$ cat config.mk
export PLATFORM = sky130hd
export DESIGN_NAME = rawin_front
export DESIGN_NICKNAME = d
export VERILOG_FILES = /design/src/hdl/rawin_pkg.sv /design/src/hdl/rawin_front.sv
export SDC_FILE = /design/constraint.sdc
export NUM_CORES = 1
export LEC_CHECK = 0
export ABC_AREA = 1
export BUFFER_PORTS_ARGS = -buffer_cell sky130_fd_sc_hd__buf_2
export CAP_MARGIN = 20
export CORE_ASPECT_RATIO = 1.25
export CORE_MARGIN = 2
export CORE_UTILIZATION = 59
export DETAILED_ROUTE_END_ITERATION = 6
export PLACE_DENSITY = 0.81
export REMOVE_ABC_BUFFERS = 1
export SETUP_SLACK_MARGIN = 0.02
export SLEW_MARGIN = 5
export SYNTH_ARGS = -nofsm -noshare
export SYNTH_HDL_FRONTEND = slang
export SYNTH_SLANG_ARGS = --single-unit
export TNS_END_PERCENT = 50
$ cat constraint.sdc
create_clock -name i_clk -period 4.6 [get_ports i_clk]
set_input_delay 0.46 -clock i_clk [delete_from_list [all_inputs] [get_ports i_clk]]
set_output_delay 0.46 -clock i_clk [all_outputs]
set_load 0.005 [all_outputs]
$ cat src/hdl/rawin_pkg.sv
`timescale 1ns / 1ps
// ----------------------------------------------------------------------------
// rawin_pkg: shared types and constants for the rolling window checksum
// Widths, modulus constants and the records passed between pipeline stages.
// ----------------------------------------------------------------------------
package rawin_pkg;

    // ring depth in bytes; must be a power of two (the ring pointer wraps)
    localparam int MAX_WINDOW = 4096;
    localparam int RING_AW    = $clog2(MAX_WINDOW);
    localparam int LEN_W      = $clog2(MAX_WINDOW + 1);
    localparam int CFG_W      = 13;
    localparam int POS_W      = 32;
    localparam int BYTE_W     = 8;
    localparam int SUM_W      = 16;
    localparam int PROD_W     = LEN_W + BYTE_W;

    localparam logic [CFG_W-1:0] CFG_RESET = 13'd1024;

    // checksum modulus and its helpers; 2^16 - ADLER_MOD folds the high bits
    localparam logic [16:0] ADLER_MOD    = 17'd65521;
    localparam logic [17:0] ADLER_MOD_X2 = 18'd131042;
    localparam logic [16:0] FOLD_K       = 17'd15;

    // word leaving the front stage
    typedef struct packed {
        logic              valid;
        logic              roll;
        logic              emit;
        logic              restart;
        logic [BYTE_W-1:0] in_byte;
        logic [POS_W-1:0]  offset;
    } t_front;

    // word after the product stage
    typedef struct packed {
        logic              valid;
        logic              roll;
        logic              emit;
        logic              restart;
        logic [BYTE_W-1:0] in_byte;
        logic [BYTE_W-1:0] oldest;
        logic [POS_W-1:0]  offset;
    } t_prod;

    // word entering the accumulator: increments already reduced
    typedef struct packed {
        logic             valid;
        logic             emit;
        logic             restart;
        logic [SUM_W-1:0] inc_a;
        logic [SUM_W-1:0] inc_b;
        logic [POS_W-1:0] offset;
    } t_delta;

endpackage

$ cat src/hdl/rawin_front.sv
`timescale 1ns / 1ps
// ----------------------------------------------------------------------------
// rawin_front: window bookkeeping
// Holds the window length, fill count, ring pointer and stream position,
// decides roll and emit for each accepted byte and drives the ring ports.
// ----------------------------------------------------------------------------
module rawin_front
    import rawin_pkg::*;
(
    input  logic               i_clk,
    input  logic               i_rst_n,
    input  logic               i_en,
    input  logic               i_valid,
    input  logic [BYTE_W-1:0]  i_byte,
    input  logic               i_restart,
    input  logic               i_cfg_wr_en,
    input  logic [CFG_W-1:0]   i_cfg_wr_data,
    output logic               o_ring_we,
    output logic [RING_AW-1:0] o_ring_wa,
    output logic [RING_AW-1:0] o_ring_ra,
    output logic [LEN_W-1:0]   o_len,
    output t_front             o_s1
);

    logic [CFG_W-1:0]   r_cfg_len;
    logic [LEN_W-1:0]   r_fill, n_fill;
    logic [RING_AW-1:0] r_ptr;
    logic [POS_W-1:0]   r_pos, n_pos;
    t_front             r_s1;

    logic [LEN_W-1:0]   w_len;
    logic [LEN_W-1:0]   w_fill_cur;
    logic [POS_W-1:0]   w_idx;
    logic               w_accept;
    logic               w_roll;

    // clamp the configured length into 1..MAX_WINDOW
    always_comb begin
        if (r_cfg_len == '0) begin
            w_len = LEN_W'(1);
        end else if (int'(r_cfg_len) > MAX_WINDOW) begin
            w_len = LEN_W'(MAX_WINDOW);
        end else begin
            w_len = LEN_W'(r_cfg_len);
        end
    end

    // per-byte decisions; restart clears fill and position first
    always_comb begin
        w_accept   = i_valid && i_en;
        w_fill_cur = i_restart ? '0 : r_fill;
        w_idx      = i_restart ? '0 : r_pos;
        w_roll     = (w_fill_cur >= w_len);
        n_fill     = w_roll ? w_fill_cur : w_fill_cur + LEN_W'(1);
        n_pos      = w_idx + POS_W'(1);
    end

    // config register and window state
    always_ff @(posedge i_clk) begin
        if (!i_rst_n) begin
            r_cfg_len <= CFG_RESET;
            r_fill    <= '0;
            r_ptr     <= '0;
            r_pos     <= '0;
        end else begin
            if (i_cfg_wr_en) begin
                r_cfg_len <= i_cfg_wr_data;
            end
            if (w_accept) begin
                r_fill <= n_fill;
                r_ptr  <= r_ptr + RING_AW'(1);
                r_pos  <= n_pos;
            end
        end
    end

    // stage 1 word, advances with the pipeline
    always_ff @(posedge i_clk) begin
        if (!i_rst_n) begin
            r_s1.valid <= 1'b0;
        end else if (i_en) begin
            r_s1.valid <= w_accept;
        end
    end

    always_ff @(posedge i_clk) begin
        if (w_accept) begin
            r_s1.roll    <= w_roll;
            r_s1.emit    <= (n_fill >= w_len);
            r_s1.restart <= i_restart;
            r_s1.in_byte <= i_byte;
            r_s1.offset  <= w_idx + POS_W'(1) - POS_W'(w_len);
        end
    end

    // ring: write new byte, read the byte leaving the window
    assign o_ring_we = w_accept;
    assign o_ring_wa = r_ptr;
    assign o_ring_ra = r_ptr - w_len[RING_AW-1:0];
    assign o_len     = w_len;
    assign o_s1      = r_s1;

endmodule

==> summary.md, run 1 <==
| Metric | Value |
|---|---|
| Final setup TNS | `0 ns` |
| CTS tree | `yes` |
| Crit end category | `flop` |
| Setup violators final | `0` |
| Starting Density | `59.7%` |
| F_max | `around 260 MHz` |
| DR WL/cell | `approximately 15 µm` |
| Hold Buf Count CTS | `0` |
| Clock slew at reported path FFs | `0.06 ns` |
| Status | `finished clean` |
| Post-synth EDFFs | `43` |
| Inserted Clock Buffers | `17` |
| Slew headroom | `between 30% and 40%` |
| Synth Flop Type | `dfxtp_1` |
| Final #Nets | `1,357` |
| Syn Inst Count | `1,168` |
| Area fraction of the dominant cell type after synthesis | `17.4%` |
| Crit Path Class | `reg -> reg` |
| CP max stage delay | `roughly 0.37 ns` |
| Clk_skew | `0.0121 ns` |
| Grt ovf | `0` |
| DRT antenna net count | `0` |
| Post-DP HPWL | `16,100 µm` |
| FF/Latch Area | `0.00271 mm²` |
| Via/cell ratio | `5.42` |
| MaxCap Viol Count | `0` |
| Die H | `136 µm` |
| Chip width | `109 µm` |
| # rows | `48` |
| Iteration-0 DRC Markers | `685` |
| Final Cell Area | `0.00946 mm²` |
| Layout cells sized above 1 | `15.1%` |
| Diodes inserted | `0` |
| Vias in the first global route | `~7,400` |
| Core box area | `0.0137 mm²` |
| Pleak | `4.66 nW` |
| Worst Path Arrival | `4.07 ns` |
| Largest area contributor in the netlist | `dfxtp_1` |
| # fillers | `1,170` |
| Number of placed I/O pins | `109` |
| Top-count cell post-synth | `nand2_1` |
| Area Growth Syn to Fin | `15.7%` |
| Final min period | `~3.9 ns` |
| Final Cycle Share | `84.7%` |
| First-pass detailed-route iteration total | `5` |
| Slew Viols, Final | `0` |
| Placer Congestion | `0.983` |
| Sequential share of the synthesized area | `33.2%` |
| Seq cells post-synth | `114` |
| Clock root cell | `clkbuf_16` |
| Distinct cells, synth | `44` |
| Port Buf Inserts | `108` |
| Critical path required time | `4.78 ns` |
| Synth top area cells | `dfxtp_1, edfxtp_1, nand2_1` |
| Most used cell along the critical path | `nand2_1` |
| Die footprint | `0.0148 mm²` |
| Detailed Route WL | `21,500 µm` |
| Largest net degree at the start of global routing | `just under 100` |
| VDD IR max | `225 µV` |
| Max clock buf depth | `2` |
| H-tree lvl count | `4` |
| Synth async-reset ratio | `0%` |
| Post-CTS Resized | `0` |
| Startpoint types | `flop` |
| Multi-input gate area | `0.00463 mm²` |
| Yosys warnings | `0` |
| Post-Syn Area | `around 0.0082 mm²` |
| Top cells by instance count after synthesis | `nand2_1, inv_1, nor2_1` |
| Clock latency on the worst-skew pair | `0.44 ns` |
| Fin. Hold Viols | `0` |
| Syn Area/Cell | `7.00 µm²` |
| Crit Path Max Fanout | `13` |
| RSZ-0062 raised after global routing | `no` |
| Postcts setup bufs | `0` |
| First-pass GRT wire length | `34,500 µm` |
| Worst min path class | `in -> reg` |
| PwrDens | `344 mW/mm²` |
| Via count | `between 7,000 and 8,000` |
| Initial antenna violation count | `0` |
| Dpl cell area | `0.00887 mm²` |
| Least-Margin Pin Slew | `about 0.95 ns` |
| TritonCTS Sinks | `~110` |
| Drt drc | `0` |
| Critical path's slowest cell | `ha_1` |
| GRT Util Overall | `between 20 and 30%` |
-- state kept, by name, summed over array words and instances, names as in the netlist --
register / flops
o_s1: 44
r_fill: 13
r_cfg_len: 13
r_pos: 32
o_ring_wa: 12
-- kinds of logic (layout without fill, tap and decap cells) --
kind of cell,count (synthesis),in the layout,synth area share (%)
buf+inv,209,329,10.2
flops,114,114,33.2
xor+xnor,53,53,5.68
compound gates,178,178,11.7
fa+ha+maj,55,55,8.60
simple gates,559,559,30.6
-- per-stage QoR --
step	cells	util, %	hold WS (ns)	power, mW	setup slack, ns
after floorplan	1138	-	0.444	1.70	0.902
after global placement	1431	64.8	0.448	1.93	0.775
after detailed placement	1431	64.8	0.447	1.95	0.517
after CTS	1463	69.1	0.198	3.26	0.777
after global routing	1463	69.1	0.199	3.42	0.239
final	1463	69.1	0.199	3.26	0.703
-- power by group --
group	switching [mW]	internal, mW	total (mW)
clock network	0.463	0.858	1.32
registers	0.0399	1.14	1.18
logic	0.474	0.282	0.757
total	0.977	2.28	3.26
-- final timing paths --
path                        startpoint               endpoint  slack, ns  depth (start not counted)
max          r_cfg_len[5]$_SDFFE_PN0P_     o_s1[41]$_DFFE_PP_       0.70                         28
min                          i_byte[6]     o_s1[38]$_DFFE_PP_       0.20                          1
max reg2reg  r_cfg_len[5]$_SDFFE_PN0P_     o_s1[41]$_DFFE_PP_       0.70                         28
min reg2reg      o_s1[43]$_SDFFE_PN0P_  o_s1[43]$_SDFFE_PN0P_       0.45                          2
-- layout make-up --
class / instances / area share (%)
flip-flops and latches: 114 / 28.7
inverters: 179 / 7.17
multi-input cells: 845 / 48.9
clock inverters: 4 / 0.476
repair buffers: 118 / 6.64
clock buffers: 28 / 5.79
well taps: 175 / 2.31
-- cell usage in the layout, fill, tap and decap left out, types with 6 or more instances in the layout --
master and count:
nand3_1 61, a21oi_1 75, o211ai_1 9, nor2_2 13, a31oi_1 6, buf_2 108, nand4_1 15, inv_1 175
xor2_1 39, edfxtp_1 43, nand3_2 16, clkbuf_8 6, ha_1 53, clkbuf_16 18, xnor2_1 14, o21ai_0 74
dfxtp_1 71, nor2_1 138, nand2_1 276, nor2_4 8, nor3_1 15, buf_4 9
-- metal layers --
metal	GRT usage [%]	wire length, µm
met2	51.7	10700
met1	34.2	8650
met4	16.5	885
met3	6.20	1330
met5	0	0
-- worst max-delay path, delay by kind of cell, from the launching register on --
kind / cells / cell delay [ns]
flip-flops: 1 / 0.30
buffers and inverters: 6 / 0.75
AND/OR/NAND/NOR: 17 / 1.54
AO/OA/AOI/OAI: 3 / 0.39
adder cells (fa/ha/maj): 2 / 0.65
(Power assumes the default switching activity.)
==> inputs of run 2 (changes only) <==
ABC_AREA = 0   (was 1)
CORE_UTILIZATION = 53   (was 59)
PLACE_DENSITY = 0.78   (was 0.81)
clock period = 3.56 ns   (was 4.6 ns; I/O delays follow)
==> summary.md, run 2 <==
| Metric | Value |
|---|---|
| Synth top area cells | `dfxtp_1, edfxtp_1, ha_1` |
| Pleak | `4.64 nW` |
| Clock latency on the worst-skew pair | `0.43 ns` |
| Final Cycle Share | `111%` |
| Status | `finished, violations left` |
| R2R Path Start | `r_cfg_len[6]$_SDFFE_PN0P_` |
| DRT antenna net count | `0` |
| Vias in the first global route | `7,257` |
| Critical path required time | `3.20 ns` |
| Xor and xnor fraction of the mapped netlist area | `9.70%` |
| Crit Path Class | `reg -> out` |
| F_max | `254 MHz` |
| RSZ-0062 raised after global routing | `yes` |
| H-tree lvl count | `4` |
| Number of flip-flops in the largest register | `44` |
| Distinct cells, synth | `71` |
| Top cells by instance count after synthesis | `nand2_1, dfxtp_1, nor2_1` |
| HP Start | `i_byte[1]` |
| Slew headroom | `55.1%` |
| Worst Setup SP | `r_cfg_len[12]$_SDFFE_PN0P_` |
| Dpl cell area | `0.00906 mm²` |
| Failing checks | `negative setup slack` |
| Most frequent cells in the layout | `buf_4, buf_2, nand2_1, dfxtp_1, nor2_1` |
| Worst min path class | `in -> reg` |
| Detailed Route WL | `22,700 µm` |
| Drt drc | `0` |
| Final #Nets | `around 1,200` |
| Final Cell Area | `between 0.01 and 0.015 mm²` |
| Max clock buf depth | `2` |
| Initial antenna violation count | `0` |
| Area fraction of the dominant cell type after synthesis | `a little under a fifth` |
| Synth Area in Compound Gates | `12.9%` |
| Slew Viols, Final | `0` |
| Final worst setup slack | `-0.379 ns` |
| Largest area contributor in the netlist | `dfxtp_1` |
| WL met3 | `1290 µm` |
| Number of placed I/O pins | `109` |
| Post-DP HPWL | `13,900 µm` |
| Post-synth EDFFs | `43` |
| Area Growth Syn to Fin | `36.8%` |
| DR WL met2 | `around 12,000 µm` |
| Hold Slack | `around 0.095 ns` |
| Yosys warnings | `0` |
| CTS tree | `yes` |
| Starting Density | `between 50% and 60%` |
| Most common cell after layout, fill and taps aside | `buf_4` |
| Final min period | `3.94 ns` |
| Fin. Hold Viols | `0` |
| Final setup TNS | `-1.20 ns` |
| First-pass detailed-route iteration total | `5` |
| Overall Power | `3.82 mW` |
| Placer Congestion | `0.894` |
| Clk_skew | `between 0.009 and 0.01 ns` |
| Clock slew at reported path FFs | `0.06 ns` |
| Portion of netlist area occupied by mux cells | `3.02%` |
| Synth Area in Simple Gates | `25.7%` |
| Iteration-0 DRC Markers | `564` |
| Die H | `about 140 µm` |
| Setup violators final | `7` |
| PwrDens | `368 mW/mm²` |
| Hold Buf Count CTS | `0` |
| Clock root cell | `clkbuf_16` |
| Via/cell ratio | `between 5 and 6` |
| Diodes inserted | `0` |
| Die footprint | `between 0.015 and 0.02 mm²` |
| Met1 WL | `8660 µm` |
| Top-count cell post-synth | `nand2_1` |
| Chip width | `111 µm` |
| Syn Inst Count | `844` |
| Synth Flop Type | `dfxtp_1` |
| DR WL/cell | `17.7 µm` |
| Syn Area/Cell | `8.99 µm²` |
| Sequential share of the synthesized area | `a little over a third` |
| First-pass GRT wire length | `34,800 µm` |
| Top layer in use | `met4` |
| MaxCap Viol Count | `0` |
| Layout cells sized above 1 | `a little over a third` |
| Synth async-reset ratio | `0%` |
| Grt ovf | `0` |
| Crit end category | `output port` |
| Seq cells post-synth | `114` |
| Startpoint types | `flop` |
| Core box area | `between 0.01 and 0.015 mm²` |
| Largest family of logic cells by synthesized area | `simple AND/OR/NAND/NOR gates` |
| Worst Path Arrival | `3.58 ns` |
| Synth Area in Adders | `9.27%` |
| Via count | `approximately 7,400` |
| GRT Util Overall | `28.8%` |
| # rows | `48` |
| Crit Path Max Fanout | `5` |
| Least-Margin Pin Slew | `0.669 ns` |
| Port Buf Inserts | `108` |
| Post-Syn Area | `about 0.0076 mm²` |
| Largest net degree at the start of global routing | `72` |
| VDD IR max | `345 µV` |
| TritonCTS Sinks | `114` |
| Inserted Clock Buffers | `17` |
## run 2: timing repair
| action | in CTS | in global routing |
|---|---|---|
| gates cloned | 0 | 0 |
| resized for setup | 50 | 43 |
| endpoints found under the hold margin | 0 | 0 |
| pin swaps | 37 | 37 |
| setup endpoints to repair | 11 | 21 |
| setup buffers | 39 | 15 |
## run 2: worst max-delay path: stages, from the launching register on
cell	delay, ns
dfxtp_1	0.37
inv_2	0.09
buf_4	0.16
nand2_1	0.10
buf_4	0.18
inv_1	0.13
fa_2	0.42
nor2b_2	0.15
o21ai_2	0.08
a21boi_2	0.19
o21ai_1	0.08
nand2b_1	0.11
a311o_1	0.20
buf_4	0.14
a21oi_1	0.07
or4_4	0.55
buf_2	0.14
## run 2: power by group
group / internal, mW / switching (mW) / leakage, nW / total (mW)
sequential: 1.41 / 0.0219 / 0.947 / 1.43
combinational: 0.353 / 0.340 / 3.41 / 0.693
clock: 1.08 / 0.615 / 0.283 / 1.70
total: 2.85 / 0.977 / 4.64 / 3.82
## run 2: path summary, 6_finish.rpt
check / to / cells after the start / slack [ns]
worst min register to register: o_s1[43]$_SDFFE_PN0P_ / 2 / 0.48
worst max register to register: o_s1[41]$_DFFE_PP_ / 18 / -0.33
worst min-delay path: o_s1[33]$_DFFE_PP_ / 1 / 0.1
worst max-delay path: o_ring_ra[10] / 16 / -0.38
## run 2: area by class of cell
type / count / area, µm²
clock buffer: 19 / 433
sequential: 114 / 2730
inverter: 26 / 97.6
tap: 175 / 219
fill: 886 / 3490
multi-input combinational: 667 / 4920
clock inverter: 13 / 144
timing repair buffer: 272 / 1840
## run 2: per-stage QoR
step / std cells / utilization [%] / worst slack [ns]
after global placement: 1208 / 65.3 / -0.671
after floorplan: 807 / - / -0.705
final: 1286 / 74.8 / -0.379
after detailed placement: 1208 / 65.3 / -0.763
after CTS: 1279 / 72.9 / -0.237
after global routing: 1286 / 74.8 / -0.553
## run 2: logic make-up (layout without fill, tap and decap cells)
group           Yosys count  count (layout)
buf+inv                  63             330
flops                   114             114
compound gates          144             144
fa+ha+maj                55              55
mux                      22              22
simple gates            362             362
xor+xnor                 84              84
## run 2: per-layer routing
layer / up-vias / GRT usage [%]
li1: 3504 / -
met1: 3492 / 30.9
met2: 307 / 52.8
met3: 70 / 6.34
met4: 0 / 16.5
met5: - / 0
