File: src/hdl/rawin_pkg.sv
`timescale 1ns / 1ps
// ----------------------------------------------------------------------------
// rawin_pkg: shared types and constants for the rolling window checksum
// Widths, modulus constants and the records passed between pipeline stages.
// ----------------------------------------------------------------------------
package rawin_pkg;

    // ring depth in bytes; must be a power of two (the ring pointer wraps)
    localparam int MAX_WINDOW = 4096;
    localparam int RING_AW    = $clog2(MAX_WINDOW);
    localparam int LEN_W      = $clog2(MAX_WINDOW + 1);
    localparam int CFG_W      = 13;
    localparam int POS_W      = 32;
    localparam int BYTE_W     = 8;
    localparam int SUM_W      = 16;
    localparam int PROD_W     = LEN_W + BYTE_W;

    localparam logic [CFG_W-1:0] CFG_RESET = 13'd1024;

    // checksum modulus and its helpers; 2^16 - ADLER_MOD folds the high bits
    localparam logic [16:0] ADLER_MOD    = 17'd65521;
    localparam logic [17:0] ADLER_MOD_X2 = 18'd131042;
    localparam logic [16:0] FOLD_K       = 17'd15;

    // word leaving the front stage
    typedef struct packed {
        logic              valid;
        logic              roll;
        logic              emit;
        logic              restart;
        logic [BYTE_W-1:0] in_byte;
        logic [POS_W-1:0]  offset;
    } t_front;

    // word after the product stage
    typedef struct packed {
        logic              valid;
        logic              roll;
        logic              emit;
        logic              restart;
        logic [BYTE_W-1:0] in_byte;
        logic [BYTE_W-1:0] oldest;
        logic [POS_W-1:0]  offset;
    } t_prod;

    // word entering the accumulator: increments already reduced
    typedef struct packed {
        logic             valid;
        logic             emit;
        logic             restart;
        logic [SUM_W-1:0] inc_a;
        logic [SUM_W-1:0] inc_b;
        logic [POS_W-1:0] offset;
    } t_delta;

endpackage

File: src/hdl/rawin_delta.sv
`timescale 1ns / 1ps
// ----------------------------------------------------------------------------
// rawin_delta: sum increments
// Two stages: length times oldest byte, then the reduced increments that
// the accumulator adds to a and b.
// ----------------------------------------------------------------------------
module rawin_delta
    import rawin_pkg::*;
(
    input  logic              i_clk,
    input  logic              i_rst_n,
    input  logic              i_en,
    input  t_front            i_s1,
    input  logic [BYTE_W-1:0] i_oldest,
    input  logic [LEN_W-1:0]  i_len,
    output t_delta            o_s3
);

    t_prod              r_s2;
    logic [PROD_W-1:0]  r_prod;
    t_delta             r_s3;

    logic [16:0]        w_fold;
    logic [SUM_W-1:0]   w_drop;
    logic [16:0]        w_da;
    logic [17:0]        w_db;
    logic [SUM_W-1:0]   w_inc_a;
    logic [SUM_W-1:0]   w_inc_b;

    // valid bits
    always_ff @(posedge i_clk) begin
        if (!i_rst_n) begin
            r_s2.valid <= 1'b0;
            r_s3.valid <= 1'b0;
        end else if (i_en) begin
            r_s2.valid <= i_s1.valid;
            r_s3.valid <= r_s2.valid;
        end
    end

    // product stage
    always_ff @(posedge i_clk) begin
        if (i_en) begin
            r_s2.roll    <= i_s1.roll;
            r_s2.emit    <= i_s1.emit;
            r_s2.restart <= i_s1.restart;
            r_s2.in_byte <= i_s1.in_byte;
            r_s2.oldest  <= i_oldest;
            r_s2.offset  <= i_s1.offset;
            r_prod       <= PROD_W'(i_len) * PROD_W'(i_oldest);
        end
    end

    // fold the product mod ADLER_MOD: 2^16 is 15 above the modulus
    always_comb begin
        w_fold = 17'(r_prod[15:0]) + 17'(r_prod >> 16) * FOLD_K;
        w_drop = (w_fold >= ADLER_MOD) ? SUM_W'(w_fold - ADLER_MOD) : SUM_W'(w_fold);
    end

    // increments: a += new - old, b += a + new - old - 1 - drop
    always_comb begin
        w_da = 17'(r_s2.in_byte) + ADLER_MOD - 17'(r_s2.oldest);
        w_db = 18'(r_s2.in_byte) + ADLER_MOD_X2 - 18'd1 - 18'(r_s2.oldest) - 18'(w_drop);
        if (r_s2.roll) begin
            w_inc_a = (w_da >= ADLER_MOD) ? SUM_W'(w_da - ADLER_MOD) : SUM_W'(w_da);
            if (w_db >= ADLER_MOD_X2) begin
                w_inc_b = SUM_W'(w_db - ADLER_MOD_X2);
            end else if (w_db >= 18'(ADLER_MOD)) begin
                w_inc_b = SUM_W'(w_db - 18'(ADLER_MOD));
            end else begin
                w_inc_b = SUM_W'(w_db);
            end
        end else begin
            w_inc_a = SUM_W'(r_s2.in_byte);
            w_inc_b = SUM_W'(r_s2.in_byte);
        end
    end

    // increment stage
    always_ff @(posedge i_clk) begin
        if (i_en) begin
            r_s3.emit    <= r_s2.emit;
            r_s3.restart <= r_s2.restart;
            r_s3.inc_a   <= w_inc_a;
            r_s3.inc_b   <= w_inc_b;
            r_s3.offset  <= r_s2.offset;
        end
    end

    assign o_s3 = r_s3;

endmodule

File: config.mk
export PLATFORM = sky130hd
export DESIGN_NAME = rawin_delta
export DESIGN_NICKNAME = d
export VERILOG_FILES = /design/src/hdl/rawin_pkg.sv /design/src/hdl/rawin_delta.sv
export SDC_FILE = /design/constraint.sdc
export NUM_CORES = 1
export LEC_CHECK = 0
export ABC_AREA = 1
export BUFFER_PORTS_ARGS = -buffer_cell sky130_fd_sc_hd__buf_4
export CELL_PAD_IN_SITES_DETAIL_PLACEMENT = 1
export CELL_PAD_IN_SITES_GLOBAL_PLACEMENT = 1
export CORE_UTILIZATION = 42
export DETAILED_ROUTE_END_ITERATION = 8
export PLACE_DENSITY = 0.88
export SYNTH_ARGS = -nofsm -noshare
export SYNTH_HDL_FRONTEND = slang
export SYNTH_SLANG_ARGS = --single-unit
File: constraint.sdc
create_clock -name i_clk -period 7 [get_ports i_clk]
set_input_delay 1.05 -clock i_clk [delete_from_list [all_inputs] [get_ports i_clk]]
set_output_delay 1.05 -clock i_clk [all_outputs]
set_load 0.02 [all_outputs]
==> impl_metrics.py, run 1 <==
metrics = {
    "outcome": {
        "status": "finished with violations",
        "violations": "negative setup slack",
    },
    "placed_design": {
        "dpl.cell_count": 2060,
        "hpwlAfterDp_um": 31900,
        "gp_congestion": 0.904,
        "io_buffers": 134,
        "post-place-ws_ps": -915,
    },
    "global_route": {
        "grt_pass1_wl_um": 80000,
        "first_global_vias": 14000,
        "grt_use_total": 0.353,
        "overflow": 0,
        "grt_max_degree": 75,
        "antenna_found_initial": 1,
    },
    "clock_tree": {
        "cts_sinks": 140,
        "cts_tree": "built",
        "h-tree-depth": 4,
        "root_buffer": "clkbuf_16",
        "clk_path_buf_depth": 2,
        "ctsHoldBuffers": 0,
        "numCtsBuffers": 17,
        "clk_pin_slew_ps": 70,
        "clk_latency_ps": 470,
    },
    "die": {
        "die-area_mm2": 0.0304,
        "pin_count": 135,
        "placementRows": 62,
        "die_y_um": 174,
        "start_util": 0.431,
        "die_w_um": 174,
        "core_area_mm2": 0.0289,
    },
    "critical_path": {
        "crit_family": "adder cells",
        "timing.critical_path.mode_cell": "nand2_1",
        "worst-endpoint-required_ps": 7190,
        "cp_max_fo": 6,
        "max_stage_delay_ps": 550,
        "critPathArrivalTime_ps": 8990,
        "criticalPathCategory": "flip-flop to flip-flop",
        "startpoint_type": "flip-flop",
        "cp_slowest_cell": "fa_1",
        "ff2ff_setup_slack_ps": -1800,
        "critical_path_buf_inv_count": 12,
        "end_kind": "flip-flop",
    },
    "cells_and_area": {
        "layout-drive-gt1-share": 0.290,
        "fill_cells": 3318,
        "fin_nets": 2012,
        "finalNonFillerCells": 2143,
        "n_antenna_cell": 0,
        "post-route-util": 0.570,
        "area_delta_synth_final_pct": 32.3,
    },
    "sta": {
        "setup_violations": 16,
        "min_period_ps": 8800,
        "finClkSkew_ps": 26.3,
        "slew_headroom": 0.377,
        "final_max_slew_viol_count": 0,
        "max_freq_ghz": 0.114,
        "setup_ws_ps": -1800,
        "rsz0062_at_grt": "yes",
        "hold-worst-slack_ps": 427,
        "hold_viol_final": 0,
        "tightest_slew_ps": 934,
        "layout_worst_path_cycle_share": 1.26,
    },
    "synth": {
        "avgSynthCellArea_um2": 8.52,
        "ys_async_sr_fraction": 0,
        "yosysTopAreaCellShare": 0.332,
        "ys_ff_latch": 140,
        "post-synth-top-area-cell": "edfxtp_1",
        "yosysMostFrequentCell": "nand2_1",
        "syn-num-nets": 1730,
        "syn_area_mm2": 0.0125,
        "synth_edf_count": 138,
        "yosys_warnings": 0,
        "yosys-top-cells-count": "nand2_1 (395), inv_1 (307), edfxtp_1 (138)",
        "ys_seq_area_frac": 0.335,
        "yosys-top-cells-area": "edfxtp_1 (33%), fa_1 (14%), nand2_1 (12%)",
        "synth_cells": 1464,
        "synth_cell_types": 48,
        "synthFlopType": "edfxtp_1",
    },
    "route": {
        "vias_per_cell": 6.03,
        "final_antenna_net_count": 0,
        "wire_per_inst_um": 28.4,
        "dr_total_vias": 12900,
        "drt_first_pass_iters": 5,
        "finalWirelength_um": 61000,
        "drc_errors": 0,
        "drt_iter0_markers": 1279,
    },
    "job": {
        "cap_viol_max_count": 0,
    },
    "min_path": {
        "min_path_type": "flip-flop to flip-flop",
    },
}
## final timing paths
check | startpoint | end | cells after the start
worst max-delay path | r_prod[18] | o_s3[34] | 44
worst min-delay path | r_s2[12] | o_s3[12] | 0
worst max register to register | r_prod[18] | o_s3[34] | 44
worst min register to register | r_s2[12] | o_s3[12] | 0
## placed cells by master, fill, tap and decap left out, types with 9 or more instances in the layout
| cell | count |
|---|---|
| nor2_1 | 51 |
| inv_1 | 292 |
| edfxtp_1 | 138 |
| buf_6 | 9 |
| ha_1 | 96 |
| buf_4 | 278 |
| nand3_2 | 17 |
| inv_2 | 24 |
| fa_1 | 83 |
| xnor2_1 | 9 |
| nand3_4 | 11 |
| nand2_2 | 46 |
| a21oi_1 | 50 |
| clkbuf_16 | 17 |
| ha_4 | 12 |
| nand2_1 | 347 |
| nand2_4 | 10 |
| nor3_1 | 12 |
| xor2_1 | 42 |
| nand4_1 | 30 |
| nor2_4 | 14 |
| nand3_1 | 42 |
| nor2_2 | 11 |
| o21ai_0 | 29 |
## state kept, by name, summed over array words and instances, names as in the netlist
| name | count |
|---|---|
| o_s3 | 67 |
| r_s2 | 52 |
| r_prod | 21 |
## through the flow
| stage | instance area [µm²] | setup TNS (ps) |
|---|---|---|
| 2_1_floorplan | 12600 | -196 |
| 3_3_place_gp | 14800 | -5930 |
| 3_5_place_dp | 14800 | -14060 |
| 4_1_cts | 16000 | -7470 |
| 5_1_grt | 16500 | -29430 |
| 6_report | 16500 | -27150 |
## logic make-up after synthesis
family,Yosys count,share of synthesized area
simple gates,608,0.210
buf+inv,350,0.108
fa+ha+maj,198,0.252
flops,140,0.335
compound gates,106,0.0490
xor+xnor,62,0.0459
## worst reg2reg max path: cells and delay by family, from the launching register on
| family | cells | cell delay (ps) |
|---|---|---|
| AOI/OAI and AO/OA | 3 | 670 |
| adders and majority gates | 8 | 3350 |
| buffers and inverters | 12 | 1530 |
| DFF | 1 | 420 |
| and+or+nand+nor | 21 | 2560 |
## routing by layer
layer	GRT usage	share of wire	up-vias
li1	-	-	5152
met1	0.344	0.32	6268
met2	0.637	0.49	1011
met3	0.0685	0.082	489
met4	0.304	0.11	2
met5	0	0.00018	-
## cell type report
| type | count | area, µm² | share of cell area |
|---|---|---|---|
| well taps | 384 | 480 | 0.0291 |
| clock buffers | 17 | 425 | 0.0258 |
| flip-flops and latches | 140 | 4180 | 0.253 |
| inverters | 317 | 1200 | 0.0725 |
| repair buffers | 292 | 2290 | 0.139 |
| clock inverters | 15 | 181 | 0.0110 |
| multi-input cells | 977 | 7740 | 0.469 |
| repair inverters | 1 | 7.51 | 0.000455 |
## what timing repair did
item / 4_1_cts / 5_1_grt
endpoints found under the setup margin: 16 / 16
pin swaps: 35 / 49
hold endpoints to repair: 0 / 0
buffers inserted: 28 / 19
cloned: 4 / 0
gates resized for setup: 80 / 88
Power of run 1 is left out: the tool's default activity adds up to more than one toggle a clock period on the data nets, which glitch-free logic cannot reach.
==> inputs of run 2 (changes only) <==
--- a/config.mk
+++ b/config.mk
@@ -5,13 +5,14 @@
 export SDC_FILE = /design/constraint.sdc
 export NUM_CORES = 1
 export LEC_CHECK = 0
-export ABC_AREA = 1
+export ABC_AREA = 0
 export BUFFER_PORTS_ARGS = -buffer_cell sky130_fd_sc_hd__buf_4
 export CELL_PAD_IN_SITES_DETAIL_PLACEMENT = 1
 export CELL_PAD_IN_SITES_GLOBAL_PLACEMENT = 1
-export CORE_UTILIZATION = 42
+export CORE_MARGIN = 2
+export CORE_UTILIZATION = 43
 export DETAILED_ROUTE_END_ITERATION = 8
-export PLACE_DENSITY = 0.88
+export PLACE_DENSITY = 0.74
 export SYNTH_ARGS = -nofsm -noshare
 export SYNTH_HDL_FRONTEND = slang
 export SYNTH_SLANG_ARGS = --single-unit
==> run 2 against run 1 <==
- the run still ends with negative setup slack left
- first-iteration DRC count fell by 67%
- sequential share of layout area up 1.3 points
- cell count fell by 18%
- via count down 27%
- final area down 5.0%
- clock-buffer cell count rose by 1
- core utilization is 1.2 points higher
- routed wire length is 42% lower
- maximum frequency increased by 7.2%
- area after synthesis decreased by 5.5%
==> impl_metrics.py, run 2 <==
metrics = {
    "sta": {
        "hold_viol_final": 0,
        "max_freq_ghz": 0.122,
        "final_max_slew_viol_count": 0,
        "rsz0062_at_grt": "yes",
        "setup_ws_ps": -1210,
        "min_period_ps": 8210,
        "finClkSkew_ps": 13.7,
        "layout_worst_path_cycle_share": 1.17,
        "slew_headroom": 0.400,
        "setup_violations": 16,
        "tightest_slew_ps": 900,
    },
    "cells_and_area": {
        "layout-drive-gt1-share": 0.334,
        "largest_register_ffs": 67,
        "final_common_cell": "buf_4",
        "stdcell_area_mm2": 0.0157,
        "multi_input_area_mm2": 0.00745,
        "fin_nets": 1668,
        "finalNonFillerCells": 1756,
        "regArea_mm2": 0.00418,
        "final_cell_mix": "buf_4 (299), inv_1 (166), edfxtp_1 (138)",
        "fill_cells": 2890,
        "n_antenna_cell": 0,
        "area_delta_synth_final_pct": 33.1,
    },
    "clock_tree": {
        "cts_tree": "built",
        "clk_path_buf_depth": 2,
        "cts_sinks": 140,
        "numCtsBuffers": 17,
        "root_buffer": "clkbuf_16",
        "h-tree-depth": 4,
        "clk_latency_ps": 430,
        "ctsHoldBuffers": 0,
        "clk_pin_slew_ps": 70,
    },
    "critical_path": {
        "critPathArrivalTime_ps": 8370,
        "end_kind": "flip-flop",
        "criticalPathCategory": "flip-flop to flip-flop",
        "crit_family": "adder cells",
        "critical_path_buf_inv_count": 7,
        "reg2regPathDepth": 34,
        "cp_num_cells": 34,
        "worst-endpoint-required_ps": 7160,
        "timing.critical_path.mode_cell": "fa_1",
        "startpoint_type": "flip-flop",
        "cp_slowest_cell": "fa_1",
        "cp_max_fo": 8,
        "max_stage_delay_ps": 530,
    },
    "synth": {
        "syn-num-nets": 1371,
        "ys_ff_latch": 140,
        "synth_edf_count": 138,
        "ys_async_sr_fraction": 0,
        "yosys-top-cells-count": "inv_1 (173), edfxtp_1 (138), ha_1 (110)",
        "yosys-top-cells-area": "edfxtp_1 (35%), fa_1 (15%), ha_1 (12%)",
        "yosys_warnings": 0,
        "post-synth-top-area-cell": "edfxtp_1",
        "synth_cells": 1105,
        "yosysMostFrequentCell": "inv_1",
        "ys_seq_area_frac": 0.355,
        "yosysTopAreaCellShare": 0.352,
        "synth_cell_types": 94,
        "synthFlopType": "edfxtp_1",
        "syn_area_mm2": 0.0118,
        "avgSynthCellArea_um2": 10.7,
    },
    "route": {
        "dr_total_vias": 9398,
        "drt_iter0_markers": 424,
        "finalWirelength_um": 35300,
        "wire_per_inst_um": 20.1,
        "drc_errors": 0,
        "final_antenna_net_count": 0,
        "vias_per_cell": 5.35,
        "drt_first_pass_iters": 5,
    },
    "job": {
        "cap_viol_max_count": 0,
    },
    "die": {
        "placementRows": 60,
        "pin_count": 135,
        "core_area_mm2": 0.0270,
        "die_y_um": 170,
        "die-area_mm2": 0.0287,
        "die_w_um": 170,
        "start_util": 0.437,
    },
    "placed_design": {
        "placed_area_mm2": 0.0142,
        "dpl.cell_count": 1683,
        "hpwlAfterDp_um": 24900,
        "io_buffers": 134,
        "gp_congestion": 0.818,
    },
    "outcome": {
        "violations": "negative setup slack",
        "status": "finished with violations",
    },
    "min_path": {
        "holdPathStages": 0,
        "min_path_type": "flip-flop to flip-flop",
    },
    "global_route": {
        "grt_use_total": 0.240,
        "grt_max_degree": 97,
        "overflow": 0,
        "antenna_found_initial": 0,
        "first_global_vias": 10300,
        "grt_pass1_wl_um": 53600,
    },
}
run 2: path summary, 6_finish.rpt:
path | slack (ps) | end | from
worst max-delay path | -1210 | o_s3[35] | r_prod[17]
worst max register to register | -1210 | o_s3[35] | r_prod[17]
worst min-delay path | 410 | o_s3[64] | r_s2[48]
worst min register to register | 410 | o_s3[64] | r_s2[48]
run 2: final cells by class:
cell class              count  area share
repair buffers            308       0.151
inverters                 174      0.0420
clock buffers              18      0.0274
flip-flops and latches    140       0.267
clock inverters            14      0.0102
well taps                 341      0.0272
multi-input cells         761       0.475
run 2: logic make-up (layout without fill, tap and decap cells):
| group | after synthesis | after routing | synth area share |
|---|---|---|---|
| compound gates | 191 | 192 | 0.121 |
| xor+xnor | 61 | 61 | 0.0466 |
| fa+ha+maj | 199 | 199 | 0.267 |
| buf+inv | 205 | 514 | 0.0712 |
| flops | 140 | 140 | 0.355 |
| mux | 9 | 9 | 0.00786 |
| simple gates | 300 | 300 | 0.131 |
run 2: through the flow:
stage          setup TNS (ps)  setup WS, ps  hold slack, ps   util
2_1_floorplan          -13950          -988             400      -
3_3_place_gp           -20340         -1460             401  0.525
3_5_place_dp           -23450         -1670             405  0.525
4_1_cts                -15860         -1040             414  0.566
5_1_grt                -23910         -1560             416  0.582
6_report               -18410         -1210             411  0.582
run 2: repair_timing:
| item | in CTS | in global routing |
|---|---|---|
| gates resized for setup | 58 | 53 |
| gates cloned | 1 | 0 |
| endpoints found under the setup margin | 16 | 16 |
| pin swaps | 52 | 33 |
| buffers inserted | 23 | 17 |
run 2: routing by layer:
layer	wire, µm	up-vias	global-route usage
li1	-	4361	-
met1	13300	4734	0.261
met2	19900	204	0.462
met3	930	99	0.0313
met4	1260	0	0.106
met5	0	-	0
Power of run 2 is left out for the same reason.
==> inputs of run 3 (changes only) <==
==> constraint.sdc (replaced) <==
create_clock -name i_clk -period 7 [get_ports i_clk]
set_input_delay 0.7 -clock i_clk [delete_from_list [all_inputs] [get_ports i_clk]]
set_output_delay 0.7 -clock i_clk [all_outputs]
set_load 0.02 [all_outputs]
==> run 3 against run 2 <==
- the flow still finishes with violations (negative setup slack)
- global-route usage rose by 0.56 points
- clock skew grew 0.86 ps
- final area is 1.6% lower
- routed wire length decreased by 0.30%
- cell count fell by 0.68%
- sequential share of layout area grew 0.44 points
- setup slack got worse by 89 ps
- non-clock buffer count is 12 lower
- flip-flop and latch count unchanged
- first-iteration DRC count grew 7.3%
- largest cell class unchanged
- highest routed layer unchanged
==> impl_metrics.py, run 3 (synthesized netlist as in run 2, its figures left out) <==
metrics = {
    "sta": {
        "setup_ws_ps": -1300,
        "slew_headroom": 0.293,
        "setup_violations": 16,
        "layout_worst_path_cycle_share": 1.19,
        "finClkSkew_ps": 14.6,
        "rsz0062_at_grt": "yes",
        "hold_viol_final": 0,
        "final_max_slew_viol_count": 0,
        "hold-worst-slack_ps": 422,
        "min_period_ps": 8300,
        "tightest_slew_ps": 1060,
        "max_freq_ghz": 0.121,
        "tns_ps": -19150,
    },
    "global_route": {
        "grt_pass1_wl_um": 54500,
        "grt_use_total": 0.245,
        "first_global_vias": 10600,
        "overflow": 0,
        "antenna_found_initial": 0,
        "grt_max_degree": 85,
    },
    "die": {
        "placementRows": 60,
        "start_util": 0.437,
        "die-area_mm2": 0.0287,
        "die_y_um": 170,
        "pin_count": 135,
        "die_w_um": 170,
        "core_area_mm2": 0.0270,
    },
    "clock_tree": {
        "h-tree-depth": 4,
        "clk_pin_slew_ps": 70,
        "ctsHoldBuffers": 0,
        "clk_path_buf_depth": 2,
        "root_buffer": "clkbuf_16",
        "cts_tree": "built",
        "numCtsBuffers": 17,
        "clk_latency_ps": 440,
        "cts_sinks": 140,
    },
    "route": {
        "drc_errors": 0,
        "drt_iter0_markers": 455,
        "finalWirelength_um": 35200,
        "drt_first_pass_iters": 5,
        "final_antenna_net_count": 0,
        "vias_per_cell": 5.44,
        "dr_total_vias": 9481,
        "wire_per_inst_um": 20.2,
    },
    "critical_path": {
        "ff2ff_setup_slack_ps": -1300,
        "criticalPathCategory": "flip-flop to flip-flop",
        "cp_slowest_cell": "fa_1",
        "timing.critical_path.mode_cell": "fa_1",
        "critPathArrivalTime_ps": 8500,
        "rr_startpoint": "r_prod[18]",
        "end_kind": "flip-flop",
        "crit_start": "r_prod[18]",
        "max_stage_delay_ps": 610,
        "cp_max_fo": 8,
        "worst-endpoint-required_ps": 7200,
        "startpoint_type": "flip-flop",
    },
    "outcome": {
        "violations": "negative setup slack",
        "status": "finished with violations",
    },
    "placed_design": {
        "hpwlAfterDp_um": 24900,
        "dpl.cell_count": 1683,
        "gp_congestion": 0.816,
        "io_buffers": 134,
    },
    "min_path": {
        "min_path_type": "flip-flop to flip-flop",
        "hp-start": "r_s2[16]",
    },
    "cells_and_area": {
        "post-route-util": 0.573,
        "final_cell_mix": "buf_4 (285), inv_1 (168), edfxtp_1 (138)",
        "fill_cells": 2920,
        "final_common_cell": "buf_4",
        "fin_nets": 1656,
        "layout-drive-gt1-share": 0.316,
        "finalNonFillerCells": 1744,
        "area_delta_synth_final_pct": 30.9,
        "largest_register_ffs": 67,
        "n_antenna_cell": 0,
    },
    "job": {
        "cap_viol_max_count": 0,
    },
}
## run 3: changes by cell type in the layout (fill, tap and decap cells not counted), moves of 3 or more
| cell | change |
|---|---|
| nand2_4 | -3 |
| a21oi_1 | +3 |
| xor2_1 | +3 |
| nor2_2 | +3 |
| xor2_2 | -3 |
| buf_4 | -14 |
| nand2_2 | +5 |
| nor2_4 | -3 |
| buf_6 | +4 |
## run 3: worst paths after layout
kind                            cells past startpoint       end
worst max-delay path                               35  o_s3[45]
worst min-delay path                                0  o_s3[16]
worst max register to register                     35  o_s3[45]
worst min register to register                      0  o_s3[16]
## run 3: worst max-delay path: cells and delay by family, from the launching register on
| family | cells | cell delay (ps) |
|---|---|---|
| flops | 1 | 440 |
| compound gates | 13 | 2660 |
| xor+xnor | 2 | 380 |
| fa+ha+maj | 7 | 2920 |
| simple gates | 5 | 770 |
| buf+inv | 8 | 880 |
## run 3: cell type report
cell class	count	area (µm²)	area share
clock inverter	15	150	0.00973
tap	341	427	0.0277
inverter	174	658	0.0427
multi-input combinational	761	7310	0.474
clock buffer	17	425	0.0276
sequential	140	4180	0.271
timing repair buffer	296	2270	0.147
## run 3: metal layers
| metal | GRT usage | wire length [µm] | vias up |
|---|---|---|---|
| li1 | - | - | 4344 |
| met1 | 0.264 | 13300 | 4814 |
| met2 | 0.477 | 19600 | 220 |
| met3 | 0.0350 | 968 | 103 |
| met4 | 0.104 | 1410 | 0 |
| met5 | 0 | 0 | - |
## run 3: per-stage QoR
step,worst slack [ps],instance area [µm²]
floorplan,-988,11900
global placement,-1460,14200
detailed placement,-1690,14200
CTS,-1070,15200
global route,-1560,15400
finish,-1300,15400
## run 3: what timing repair did
| item | 4_1_cts | 5_1_grt |
|---|---|---|
| setup endpoints to repair | 16 | 16 |
| pin swaps | 45 | 26 |
| gates resized for setup | 60 | 27 |
| cloned | 1 | 0 |
| setup buffers | 21 | 7 |
Power of run 3 is left out for the same reason.
